File: src/design/ppfc_pkg.sv
// ----------------------------------------------------------------------------
// ppfc_pkg
// Shared types and constants of the predictive PFC duty controller.
// ----------------------------------------------------------------------------
`default_nettype none

package ppfc_pkg;

   localparam int DATA_W   = 24;
   localparam int ANGLE_W  = 16;
   localparam int RATIO_W  = 32;
   localparam int DUTY_W   = 32;
   localparam int REQ_W    = 112;
   localparam int CSR_IDX_W = 3;

   localparam int ZW       = 15;
   localparam int EMAG_W   = 30;
   localparam int SUMH_W   = 42;
   localparam int NUM_W    = 62;
   localparam int QUO_W    = 62;
   localparam int ACC_W    = 62;
   localparam int MUL_A_W  = 52;
   localparam int MUL_B_W  = 19;
   localparam int MUL_P_W  = 71;
   localparam int DIV_CNT_W = 5;
   localparam int DIV_STEPS = 31;

   localparam logic [15:0] SIN_A       = 16'd25736;
   localparam logic [15:0] SIN_B       = 16'd10512;
   localparam logic [15:0] SIN_C       = 16'd1160;
   localparam logic [15:0] GAIN_FIFTH  = 16'd17695;
   localparam logic [15:0] PROP_COEF   = 16'd22938;
   localparam logic [17:0] DAMP_COEF   = 18'd251658;
   localparam logic [23:0] ONE_Q12     = 24'd4096;
   localparam logic [14:0] QUARTER     = 15'd16384;

   localparam logic [CSR_IDX_W-1:0] CSR_RATIO   = 3'd0;
   localparam logic [CSR_IDX_W-1:0] CSR_AMP3    = 3'd1;
   localparam logic [CSR_IDX_W-1:0] CSR_AMP5    = 3'd2;
   localparam logic [CSR_IDX_W-1:0] CSR_AMP7    = 3'd3;
   localparam logic [CSR_IDX_W-1:0] CSR_PHASE3  = 3'd4;
   localparam logic [CSR_IDX_W-1:0] CSR_PHASE5  = 3'd5;
   localparam logic [CSR_IDX_W-1:0] CSR_PHASE7  = 3'd6;
   localparam logic [CSR_IDX_W-1:0] CSR_HARM_EN = 3'd7;

   localparam logic [1:0] HSEL_THIRD   = 2'd0;
   localparam logic [1:0] HSEL_FIFTH   = 2'd1;
   localparam logic [1:0] HSEL_SEVENTH = 2'd2;

   typedef enum logic [4:0] {
      OP_NONE,
      OP_SIN0,
      OP_SIN1,
      OP_SIN2,
      OP_SIN3,
      OP_SIN4,
      OP_SIN5,
      OP_HGAIN,
      OP_HACC,
      OP_ERR,
      OP_MLO,
      OP_RLO,
      OP_RHI,
      OP_DFF_GET,
      OP_COR_GET,
      OP_COR,
      OP_DMP_ST,
      OP_DMP_GET
   } op_type;

   typedef struct packed {
      logic       load;
      logic       fire;
      op_type     op;
      logic [1:0] hsel;
   } cmd_type;

   typedef struct packed {
      logic harm_en;
      logic div_done;
      logic out_full;
   } stat_type;

   typedef struct packed {
      logic [RATIO_W-1:0]        ratio;
      logic signed [DATA_W-1:0]  amp3;
      logic signed [DATA_W-1:0]  amp5;
      logic signed [DATA_W-1:0]  amp7;
      logic [ANGLE_W-1:0]        phase3;
      logic [ANGLE_W-1:0]        phase5;
      logic [ANGLE_W-1:0]        phase7;
      logic                      harm_en;
   } cfg_type;

endpackage

`default_nettype wire

File: src/design/ppfc_div.sv
// ----------------------------------------------------------------------------
// ppfc_div
// Radix-4 restoring unsigned divider, two quotient bits per cycle.
// ----------------------------------------------------------------------------
`default_nettype none

module ppfc_div
   import ppfc_pkg::*;
(
   input  wire logic              clock,
   input  wire logic              reset,
   input  wire logic              start,
   input  wire logic [NUM_W-1:0]  num,
   input  wire logic [DATA_W-1:0] den,
   output logic                   done,
   output logic [QUO_W-1:0]       quo
);

   logic [NUM_W-1:0]     work_ff, work_in;
   logic [DATA_W-1:0]    rem_ff, rem_in;
   logic [DATA_W-1:0]    den_ff, den_in;
   logic [DIV_CNT_W-1:0] cnt_ff, cnt_in;
   logic                 busy_ff, busy_in;
   logic                 done_ff, done_in;

   logic [DATA_W:0]   r1, r2;
   logic              ge1, ge2;
   logic [DATA_W-1:0] r1n, r2n;
   logic [NUM_W-1:0]  w1, w2;

   always_comb begin
      r1  = {rem_ff, work_ff[NUM_W-1]};
      ge1 = (r1 >= {1'b0, den_ff});
      r1n = ge1 ? DATA_W'(r1 - {1'b0, den_ff}) : r1[DATA_W-1:0];
      w1  = {work_ff[NUM_W-2:0], ge1};
      r2  = {r1n, w1[NUM_W-1]};
      ge2 = (r2 >= {1'b0, den_ff});
      r2n = ge2 ? DATA_W'(r2 - {1'b0, den_ff}) : r2[DATA_W-1:0];
      w2  = {w1[NUM_W-2:0], ge2};

      work_in = work_ff;
      rem_in  = rem_ff;
      den_in  = den_ff;
      cnt_in  = cnt_ff;
      busy_in = busy_ff;
      done_in = done_ff;
      if (start) begin
         work_in = num;
         rem_in  = '0;
         den_in  = den;
         cnt_in  = '0;
         busy_in = 1'b1;
         done_in = 1'b0;
      end else if (busy_ff) begin
         work_in = w2;
         rem_in  = r2n;
         cnt_in  = cnt_ff + 1'b1;
         if (cnt_ff == DIV_CNT_W'(DIV_STEPS - 1)) begin
            busy_in = 1'b0;
            done_in = 1'b1;
         end
      end
   end

   always_ff @(posedge clock) begin
      work_ff <= work_in;
      rem_ff  <= rem_in;
      den_ff  <= den_in;
      cnt_ff  <= cnt_in;
      if (reset) begin
         busy_ff <= 1'b0;
         done_ff <= 1'b0;
      end else begin
         busy_ff <= busy_in;
         done_ff <= done_in;
      end
   end

   assign done = done_ff;
   assign quo  = work_ff;

   a_start_busy: assert property (@(posedge clock) disable iff (reset)
      start |=> busy_ff && !done_ff)
      else $error("divider did not start");

   a_busy_done_excl: assert property (@(posedge clock) disable iff (reset)
      !(busy_ff && done_ff))
      else $error("divider busy and done together");

   a_finish: assert property (@(posedge clock) disable iff (reset)
      (busy_ff && !start && cnt_ff == DIV_CNT_W'(DIV_STEPS - 1)) |=> done_ff)
      else $error("divider missed its last step");

endmodule

`default_nettype wire

File: src/design/ppfc_dpath.sv
// ----------------------------------------------------------------------------
// ppfc_dpath
// Datapath: input capture, shared multiplier, sine steps, divider and output.
// ----------------------------------------------------------------------------
`default_nettype none

module ppfc_dpath
   import ppfc_pkg::*;
(
   input  wire logic              clock,
   input  wire logic              reset,
   input  wire cmd_type           cmd,
   input  wire cfg_type           cfg,
   input  wire logic [REQ_W-1:0]  req_data,
   output logic [DUTY_W-1:0]      rsp_tdata,
   output logic                   rsp_tvalid,
   input  wire logic              rsp_tready,
   output stat_type               stat
);

   logic signed [DATA_W-1:0] il_ff;
   logic                     pos_ff;
   logic [DATA_W-1:0]        iref_mag_ff, vin_mag_ff, vo_ff, ilsafe_ff;
   logic [ANGLE_W-1:0]       lead_ff, prev_ff, prev_in;
   logic                     seen_ff;
   logic [ZW-1:0]            z_ff, z2_ff;
   logic                     neg_ff;
   logic signed [SUMH_W-1:0] sum_ff;
   logic [EMAG_W-1:0]        emag_ff;
   logic                     esign_ff;
   logic [ACC_W-1:0]         acc_ff;
   logic signed [ACC_W-1:0]  dff_ff, corr_ff;
   logic signed [MUL_P_W-1:0] p_ff;
   logic [DUTY_W-1:0]        duty_ff;
   logic                     valid_ff;

   logic signed [DATA_W-1:0] in_il, in_iref, in_vin, in_vo;
   logic [ANGLE_W-1:0]       in_grid, prev_eff;
   logic [DATA_W-1:0]        iref_mag, vin_mag, vo_mag, il_mag;

   logic signed [MUL_A_W-1:0] mul_a;
   logic signed [MUL_B_W-1:0] mul_b;
   logic signed [MUL_P_W-1:0] mul_p;

   logic [ANGLE_W-1:0]       ang, hphase;
   logic [DATA_W-1:0]        amp_mag;
   logic signed [DATA_W-1:0] amp_sel;
   logic [15:0]              tval, sval;
   logic signed [16:0]       s_signed;
   logic signed [MUL_P_W-1:0] p_sh14;
   logic signed [30:0]       ref_w, err_w;
   logic signed [SUMH_W-1:0] sum_sh;

   logic                     div_start, div_done;
   logic [NUM_W-1:0]         div_num;
   logic [DATA_W-1:0]        div_den;
   logic [QUO_W-1:0]         div_quo;

   logic signed [ACC_W-1:0]  damp_s, corr_s, total;
   logic [DUTY_W-1:0]        duty_sat;

   function automatic logic [DATA_W-1:0] mag24(input logic signed [DATA_W-1:0] v);
      return v[DATA_W-1] ? DATA_W'(-v) : DATA_W'(v);
   endfunction

   ppfc_div u_div (
      .clock (clock),
      .reset (reset),
      .start (div_start),
      .num   (div_num),
      .den   (div_den),
      .done  (div_done),
      .quo   (div_quo)
   );

   always_comb begin
      in_il    = req_data[23:0];
      in_iref  = req_data[47:24];
      in_vin   = req_data[71:48];
      in_vo    = req_data[95:72];
      in_grid  = req_data[111:96];
      iref_mag = mag24(in_iref);
      vin_mag  = mag24(in_vin);
      vo_mag   = mag24(in_vo);
      il_mag   = mag24(in_il);
      prev_eff = seen_ff ? prev_ff : in_grid;
      prev_in  = (cfg.harm_en || !seen_ff) ? in_grid : prev_ff;

      case (cmd.hsel)
         HSEL_THIRD: begin
            ang     = ANGLE_W'(lead_ff * 3);
            hphase  = cfg.phase3;
            amp_sel = cfg.amp3;
         end
         HSEL_FIFTH: begin
            ang     = ANGLE_W'(lead_ff * 5);
            hphase  = cfg.phase5;
            amp_sel = cfg.amp5;
         end
         default: begin
            ang     = ANGLE_W'(lead_ff * 7);
            hphase  = cfg.phase7;
            amp_sel = cfg.amp7;
         end
      endcase
      ang     = ang + hphase;
      amp_mag = mag24(amp_sel);

      p_sh14   = p_ff >>> 14;
      sval     = p_ff[29:14];
      s_signed = neg_ff ? -$signed({1'b0, sval}) : $signed({1'b0, sval});
      tval     = 16'h0000;
      mul_a    = '0;
      mul_b    = '0;
      case (cmd.op)
         OP_SIN1: begin
            mul_a = $signed({37'b0, z_ff});
            mul_b = $signed({4'b0, z_ff});
         end
         OP_SIN2: begin
            mul_a = $signed({37'b0, p_ff[28:14]});
            mul_b = $signed({3'b0, SIN_C});
         end
         OP_SIN3: begin
            tval  = SIN_B - p_ff[29:14];
            mul_a = $signed({36'b0, tval});
            mul_b = $signed({4'b0, z2_ff});
         end
         OP_SIN4: begin
            tval  = SIN_A - p_ff[29:14];
            mul_a = $signed({36'b0, tval});
            mul_b = $signed({4'b0, z_ff});
         end
         OP_SIN5: begin
            mul_a = $signed({28'b0, amp_mag});
            mul_b = MUL_B_W'(s_signed);
         end
         OP_HGAIN: begin
            mul_a = MUL_A_W'($signed(p_ff[38:0]));
            mul_b = $signed({3'b0, GAIN_FIFTH});
         end
         OP_MLO: begin
            mul_a = $signed({22'b0, emag_ff});
            mul_b = $signed({3'b0, cfg.ratio[15:0]});
         end
         OP_RLO: begin
            mul_a = $signed({22'b0, emag_ff});
            mul_b = $signed({3'b0, cfg.ratio[31:16]});
         end
         OP_COR_GET: begin
            mul_a = $signed({1'b0, div_quo[50:0]});
            mul_b = $signed({3'b0, PROP_COEF});
         end
         OP_COR: begin
            mul_a = $signed({22'b0, emag_ff});
            mul_b = $signed({1'b0, DAMP_COEF});
         end
         default: begin
            mul_a = '0;
            mul_b = '0;
         end
      endcase
      mul_p = mul_a * mul_b;

      sum_sh = SUMH_W'(sum_ff >>> 14);
      ref_w  = pos_ff ? $signed({7'b0, iref_mag_ff}) : -$signed({7'b0, iref_mag_ff});
      if (cfg.harm_en) begin
         ref_w = ref_w - 31'(sum_sh);
      end
      err_w = ref_w - 31'(il_ff);

      div_start = 1'b0;
      div_num   = '0;
      div_den   = vo_ff;
      if (cmd.fire) begin
         case (cmd.op)
            OP_MLO: begin
               div_start = 1'b1;
               div_num   = NUM_W'({vin_mag_ff, 24'b0});
            end
            OP_DFF_GET: begin
               div_start = 1'b1;
               div_num   = acc_ff;
            end
            OP_DMP_ST: begin
               div_start = 1'b1;
               div_num   = p_ff[NUM_W-1:0];
               div_den   = ilsafe_ff;
            end
            default: begin
               div_start = 1'b0;
            end
         endcase
      end

      damp_s = $signed(div_quo);
      corr_s = corr_ff;
      if (!esign_ff) begin
         damp_s = -damp_s;
         corr_s = -corr_s;
      end
      total = dff_ff + corr_s + damp_s;
      if (total > 62'sd2147483647) begin
         duty_sat = 32'h7FFF_FFFF;
      end else if (total < -62'sd2147483648) begin
         duty_sat = 32'h8000_0000;
      end else begin
         duty_sat = total[DUTY_W-1:0];
      end
   end

   always_ff @(posedge clock) begin
      if (cmd.load) begin
         il_ff       <= in_il;
         pos_ff      <= !in_vin[DATA_W-1] && (in_vin != '0);
         iref_mag_ff <= iref_mag;
         vin_mag_ff  <= vin_mag;
         vo_ff       <= (vo_mag < ONE_Q12) ? ONE_Q12 : vo_mag;
         ilsafe_ff   <= (il_mag == '0) ? DATA_W'(1) : il_mag;
         lead_ff     <= in_grid + (in_grid - prev_eff);
         sum_ff      <= '0;
      end
      if (cmd.fire) begin
         p_ff <= mul_p;
         case (cmd.op)
            OP_SIN0: begin
               z_ff   <= ang[14] ? QUARTER - {1'b0, ang[13:0]} : {1'b0, ang[13:0]};
               neg_ff <= ang[15];
            end
            OP_SIN2: z2_ff <= p_ff[28:14];
            OP_HACC: begin
               if (cmd.hsel == HSEL_FIFTH) begin
                  sum_ff <= sum_ff + p_sh14[SUMH_W-1:0];
               end else begin
                  sum_ff <= sum_ff + p_ff[SUMH_W-1:0];
               end
            end
            OP_ERR: begin
               emag_ff  <= err_w[30] ? EMAG_W'(-err_w) : EMAG_W'(err_w);
               esign_ff <= (!err_w[30]) == pos_ff;
            end
            OP_RLO: acc_ff <= p_ff[ACC_W-1:0];
            OP_RHI: acc_ff <= acc_ff + ACC_W'({p_ff[45:0], 16'b0});
            OP_DFF_GET: dff_ff <= $signed(ACC_W'(1) <<< 24) - $signed(div_quo);
            OP_COR: corr_ff <= p_ff[69:8];
            OP_DMP_GET: duty_ff <= duty_sat;
            default: begin
            end
         endcase
      end
      if (reset) begin
         prev_ff  <= '0;
         seen_ff  <= 1'b0;
         valid_ff <= 1'b0;
      end else begin
         if (cmd.load) begin
            prev_ff <= prev_in;
            seen_ff <= 1'b1;
         end
         if (cmd.fire && cmd.op == OP_DMP_GET) begin
            valid_ff <= 1'b1;
         end else if (rsp_tready) begin
            valid_ff <= 1'b0;
         end
      end
   end

   assign rsp_tdata     = duty_ff;
   assign rsp_tvalid    = valid_ff;
   assign stat.harm_en  = cfg.harm_en;
   assign stat.div_done = div_done;
   assign stat.out_full = valid_ff && !rsp_tready;

endmodule

`default_nettype wire

File: src/design/ppfc_ctrl.sv
// ----------------------------------------------------------------------------
// ppfc_ctrl
// Sequencer: steps the datapath through one sample's operations.
// ----------------------------------------------------------------------------
`default_nettype none

module ppfc_ctrl
   import ppfc_pkg::*;
(
   input  wire logic     clock,
   input  wire logic     reset,
   input  wire logic     req_tvalid,
   output logic          req_tready,
   input  wire stat_type stat,
   output cmd_type       cmd
);

   typedef enum logic {ST_IDLE, ST_RUN} state_type;

   state_type  state_ff;
   op_type     op_ff, op_in;
   logic [1:0] hsel_ff, hsel_in;
   logic       stall, accept;

   always_comb begin
      accept = (state_ff == ST_IDLE) && req_tvalid;
      case (op_ff)
         OP_DFF_GET, OP_COR_GET: stall = !stat.div_done;
         OP_DMP_GET:             stall = !stat.div_done || stat.out_full;
         default:                stall = 1'b0;
      endcase

      hsel_in = hsel_ff;
      case (op_ff)
         OP_SIN0:    op_in = OP_SIN1;
         OP_SIN1:    op_in = OP_SIN2;
         OP_SIN2:    op_in = OP_SIN3;
         OP_SIN3:    op_in = OP_SIN4;
         OP_SIN4:    op_in = OP_SIN5;
         OP_SIN5:    op_in = (hsel_ff == HSEL_FIFTH) ? OP_HGAIN : OP_HACC;
         OP_HGAIN:   op_in = OP_HACC;
         OP_HACC: begin
            if (hsel_ff == HSEL_SEVENTH) begin
               op_in = OP_ERR;
            end else begin
               op_in   = OP_SIN0;
               hsel_in = hsel_ff + 1'b1;
            end
         end
         OP_ERR:     op_in = OP_MLO;
         OP_MLO:     op_in = OP_RLO;
         OP_RLO:     op_in = OP_RHI;
         OP_RHI:     op_in = OP_DFF_GET;
         OP_DFF_GET: op_in = OP_COR_GET;
         OP_COR_GET: op_in = OP_COR;
         OP_COR:     op_in = OP_DMP_ST;
         OP_DMP_ST:  op_in = OP_DMP_GET;
         default:    op_in = OP_NONE;
      endcase
   end

   always_ff @(posedge clock) begin
      if (reset) begin
         state_ff <= ST_IDLE;
         op_ff    <= OP_NONE;
         hsel_ff  <= HSEL_THIRD;
      end else begin
         case (state_ff)
            ST_IDLE: begin
               if (accept) begin
                  state_ff <= ST_RUN;
                  hsel_ff  <= HSEL_THIRD;
                  op_ff    <= stat.harm_en ? OP_SIN0 : OP_ERR;
               end
            end
            ST_RUN: begin
               if (!stall) begin
                  op_ff   <= op_in;
                  hsel_ff <= hsel_in;
                  if (op_ff == OP_DMP_GET) begin
                     state_ff <= ST_IDLE;
                  end
               end
            end
            default: state_ff <= ST_IDLE;
         endcase
      end
   end

   assign req_tready = (state_ff == ST_IDLE);
   assign cmd.load   = accept;
   assign cmd.fire   = (state_ff == ST_RUN) && !stall;
   assign cmd.op     = op_ff;
   assign cmd.hsel   = hsel_ff;

endmodule

`default_nettype wire

File: src/design/predictive_pfc_duty_controller.sv
// ----------------------------------------------------------------------------
// predictive_pfc_duty_controller
// Boost-PFC duty command: feedforward, proportional and damping terms.
// ----------------------------------------------------------------------------
// Flow: one transaction at a time; a new one is accepted only once the
// previous one has run its three divides on the shared radix-4 divider and
// registered its result. A new transaction is taken while a result waits;
// the next result holds until it leaves.
// Reset: synchronous; configuration registers return to defaults, angle history clears.
`default_nettype none

module predictive_pfc_duty_controller
   import ppfc_pkg::*;
(
   input  wire logic                 clock,
   input  wire logic                 reset,
   input  wire logic                 req_tvalid,
   output logic                      req_tready,
   // inductor_current, current_ref, input_voltage, output_voltage, grid_angle
   input  wire logic [REQ_W-1:0]     req_tdata,
   output logic                      rsp_tvalid,
   input  wire logic                 rsp_tready,
   // duty
   output logic [DUTY_W-1:0]         rsp_tdata,
   input  wire logic                 csr_we,
   input  wire logic [CSR_IDX_W-1:0] csr_index,
   input  wire logic [RATIO_W-1:0]   csr_wdata
);

   cfg_type  cfg_ff;
   cmd_type  cmd;
   stat_type stat;

   always_ff @(posedge clock) begin
      if (reset) begin
         cfg_ff.ratio   <= 32'h0001_0000;
         cfg_ff.amp3    <= '0;
         cfg_ff.amp5    <= '0;
         cfg_ff.amp7    <= '0;
         cfg_ff.phase3  <= '0;
         cfg_ff.phase5  <= '0;
         cfg_ff.phase7  <= '0;
         cfg_ff.harm_en <= 1'b0;
      end else if (csr_we) begin
         case (csr_index)
            CSR_RATIO:   cfg_ff.ratio   <= csr_wdata;
            CSR_AMP3:    cfg_ff.amp3    <= csr_wdata[DATA_W-1:0];
            CSR_AMP5:    cfg_ff.amp5    <= csr_wdata[DATA_W-1:0];
            CSR_AMP7:    cfg_ff.amp7    <= csr_wdata[DATA_W-1:0];
            CSR_PHASE3:  cfg_ff.phase3  <= csr_wdata[ANGLE_W-1:0];
            CSR_PHASE5:  cfg_ff.phase5  <= csr_wdata[ANGLE_W-1:0];
            CSR_PHASE7:  cfg_ff.phase7  <= csr_wdata[ANGLE_W-1:0];
            CSR_HARM_EN: cfg_ff.harm_en <= csr_wdata[0];
            default: begin
            end
         endcase
      end
   end

   ppfc_ctrl u_ctrl (
      .clock      (clock),
      .reset      (reset),
      .req_tvalid (req_tvalid),
      .req_tready (req_tready),
      .stat       (stat),
      .cmd        (cmd)
   );

   ppfc_dpath u_dpath (
      .clock      (clock),
      .reset      (reset),
      .cmd        (cmd),
      .cfg        (cfg_ff),
      .req_data   (req_tdata),
      .rsp_tdata  (rsp_tdata),
      .rsp_tvalid (rsp_tvalid),
      .rsp_tready (rsp_tready),
      .stat       (stat)
   );

endmodule

`default_nettype wire

File: config.mk
export PLATFORM = sky130hd
export DESIGN_NAME = predictive_pfc_duty_controller
export DESIGN_NICKNAME = d
export VERILOG_FILES = /design/src/design/ppfc_pkg.sv /design/src/design/ppfc_div.sv /design/src/design/ppfc_dpath.sv /design/src/design/ppfc_ctrl.sv /design/src/design/predictive_pfc_duty_controller.sv
export SDC_FILE = /design/constraint.sdc
export NUM_CORES = 2
export LEC_CHECK = 0
export BUFFER_PORTS_ARGS = -buffer_cell sky130_fd_sc_hd__buf_2
export CORE_MARGIN = 3
export CORE_UTILIZATION = 30
export CTS_CLUSTER_DIAMETER = 80
export CTS_CLUSTER_SIZE = 10
export DETAILED_ROUTE_END_ITERATION = 7
export HOLD_SLACK_MARGIN = 0.02
export PLACE_DENSITY = 0.48
export REMOVE_ABC_BUFFERS = 1
export SETUP_SLACK_MARGIN = 0.15
export SLEW_MARGIN = 15
export SYNTH_ARGS = -nofsm -noshare
export SYNTH_HDL_FRONTEND = slang
export SYNTH_HIERARCHICAL = 1
export SYNTH_SLANG_ARGS = --single-unit
File: constraint.sdc
create_clock -name clock -period 11.58 [get_ports clock]
set_input_delay 0.579 -clock clock [delete_from_list [all_inputs] [get_ports clock]]
set_output_delay 0.579 -clock clock [all_outputs]
set_load 0.05 [all_outputs]
==> metrics.cfg <==
[logic_synthesis]
yosysSeqAreaShare=0.242
yosysMostFrequentCell=inv_1
synth_edf_count=573
synth_top_cell_area_share=0.220
synth_largest_area_cell=fa_1
yosysWarnings=6
synth.avg_cell_area_um2=9.36
synthCells=9812
synth_common_cells=inv_1, fa_1, nand2_1
synthTopCellsByArea=fa_1, edfxtp_1, ha_1, dfxtp_1, inv_1
syn_area_um2=91800
synth_seq_cells=825
synth_ff_type=edfxtp_1
synth.distinct_cells=127
postSynth.asyncResetShare=0

[global_route]
gr-total-overflow=0
grt_pass1_vias=73500
antenna_found_initial=19
grt_usage=0.199
grt_pass1_wl_um=478000
grt_max_degree=129

[sta]
period_share=0.948
finalCriticalPeriod_ns=10.98
worst_pin_slew_ns=1.29
relSlewSlack=0.133
slew_violations=0
setup_viol=0
setup_ws_ns=0.598
max_freq_ghz=0.0911
rsz0062_at_grt=true
skew_ns=0.138
fin_tns_setup_ns=0
hold_viol_final=0

[floorplanning]
initial_core_util=0.302
die_w_um=559
io_pins=186
coreArea_um2=304000
dieHeight_um=559
dieArea_um2=313000
placement_rows=202

[route]
wirelength_um=316000
dr.pass1.iters=8
vias_per_cell=5.07
drc=0
wl_per_cell_um=22.2
ant_nets=0
first_iter_violations=6148
routed-via-count=72200

[clock_network]
cts.path.max_buffers=4
cts_tree=done
clkTransAtPathRegs_ns=0.06
htreeDepth=3
clock_latency_ns=0.90
cts-root-buf=clkbuf_16
numCtsBuffers=112
cts.sinks=825

[worst_setup_path]
slowest_delay_ns=0.57
cp_common_cell=inv_1
worstPathMaxFanout=5
timing_worst_setup_path_type=reg2reg
arrival_ns=11.50
startpoint_type=flip-flop
slowest_stage=fa_1
critPathCaptureType=flip-flop
crit_required_ns=12.10
r2r_cells=46

[placed_design]
pre_cts_ws_ns=0.110
globalplace.congestion=0.966
port_buffers=185
dpl.hpwl_um=250000

[power_and_ir_drop]
leakage_nw=44.3
vdd_drop_max_mv=0.315
powerDensity_nw_per_um2=136

[finish]
drive_above_1_share=0.0806
multi_input_area_um2=63700
fin_nets=11800
regArea_um2=22300
syn_to_final_growth_pct=11.6
fillers=31600

[status]
status=finished, final reports clean

[flow_run]
maxCapViolCount=0

[worst_hold_path]
hp-class=in2reg
worstHoldPathCells=2

-- power breakdown --
part	internal (mW)	total [mW]	switching, mW
Sequential	3.59	3.82	0.227
Combinational	2.82	6.82	4.00
Clock	1.87	3.29	1.42
-- metal layers --
layer | share of wire | up-vias | global-route usage | wire (um)
met5 | 0.00011 | - | 0 | 34
met4 | 0.030 | 6 | 0.0545 | 9520
met3 | 0.066 | 388 | 0.0290 | 20800
met2 | 0.44 | 2302 | 0.314 | 141000
met1 | 0.46 | 36000 | 0.283 | 146000
li1 | - | 33400 | - | -
-- logic make-up (layout without fill, tap and decap cells) --
kind of cell | Yosys count | count (layout) | share of synthesized area
buf+inv | 1784 | 1967 | 0.0747
fa+ha+maj | 1543 | 1543 | 0.293
simple gates | 2681 | 2681 | 0.143
other cells | 2 | 173 | 0.0000818
flops | 825 | 825 | 0.242
mux | 412 | 412 | 0.0471
compound gates | 1855 | 1855 | 0.133
xor+xnor | 710 | 710 | 0.0679
-- critical path, delay by kind of cell, from the launching register on --
| kind | cells | cell delay, ns |
|---|---|---|
| XOR/XNOR | 2 | 0.25 |
| AO/OA/AOI/OAI | 16 | 3.22 |
| adder cells (fa/ha/maj) | 9 | 4.26 |
| AND/OR/NAND/NOR | 9 | 1.73 |
| buffers and inverters | 10 | 0.82 |
| flip-flops | 1 | 0.31 |
-- layout by cell type, fill, tap and decap left out, drive strengths merged, types with 62 or more instances in the layout --
master       synthesis  final
a21oi              582    582
nand3              153    153
nor2               559    559
a211oi              62     62
nand4               63     63
a21o               217    217
nand2              918    918
buf                 86    386
nand2b             269    269
ha                 534    534
xor2               224    224
o21bai              62     62
edfxtp             573    573
dlygate4sd3          0     65
o21ai              341    341
nor2b              103    103
conb                 2    162
xnor2              486    486
and2               176    176
and3                62     62
fa                1009   1009
nor3               127    127
dfxtp              252    252
inv               1330   1342
clkbuf             366    153
mux2i              260    260
a22oi               86     86
mux2               152    152
-- per-stage QoR --
step / hold WS, ns / area, um2 / instances / total power [mW] / util
after floorplan: 0.400 / 90600 / 9520 / 8.65 / -
after global placement: 0.432 / 98400 / 14000 / 10.5 / 0.324
after detailed placement: 0.441 / 98400 / 14000 / 10.6 / 0.324
after CTS: 0.0210 / 102000 / 14200 / 14.0 / 0.337
after global routing: 0.0723 / 103000 / 14200 / 15.0 / 0.337
final: 0.101 / 103000 / 14200 / 13.9 / 0.337
-- state kept, by name, summed over array words and instances, names as in the netlist, 30 cells and up --
| name | cells |
|---|---|
| u_dpath/sum_ff | 42 |
| u_dpath/rsp_tdata | 32 |
| u_dpath/corr_ff | 62 |
| u_dpath/emag_ff | 30 |
| u_dpath/u_div/quo | 62 |
| u_dpath/acc_ff | 62 |
| cfg_ff | 153 |
| u_dpath/p_ff | 70 |
| u_dpath/dff_ff | 62 |
-- area by class of cell --
cell class | count | share of cell area
antenna | 11 | 0.000268
sequential | 825 | 0.217
clock buffer | 153 | 0.0293
timing repair buffer | 451 | 0.0306
multi-input combinational | 7363 | 0.621
inverter | 1332 | 0.0488
clock inverter | 31 | 0.00321
tap | 4080 | 0.0498
-- what timing repair did --
action                     4_1_cts  5_1_grt
gates resized for setup          4       24
pin swaps                        0        2
hold endpoints to repair        70        0
buffers inserted                 0        3
cloned                           0        0
setup endpoints to repair        8       22
hold buffers                    65        0
-- final timing paths --
path	startpoint	to	slack, ns
min	req_tdata[92]	u_dpath/vo_ff[20]$_SDFFCE_PN0P_	0.10
max reg2reg	u_ctrl/op_ff[1]$_SDFFE_PP0P_	u_dpath/p_ff[54]$_DFFE_PP_	0.60
min reg2reg	u_dpath/p_ff[66]$_DFFE_PP_	u_dpath/corr_ff[58]$_DFFE_PP_	0.45
max	u_ctrl/op_ff[1]$_SDFFE_PP0P_	u_dpath/p_ff[54]$_DFFE_PP_	0.60
(Power assumes the default switching activity.)
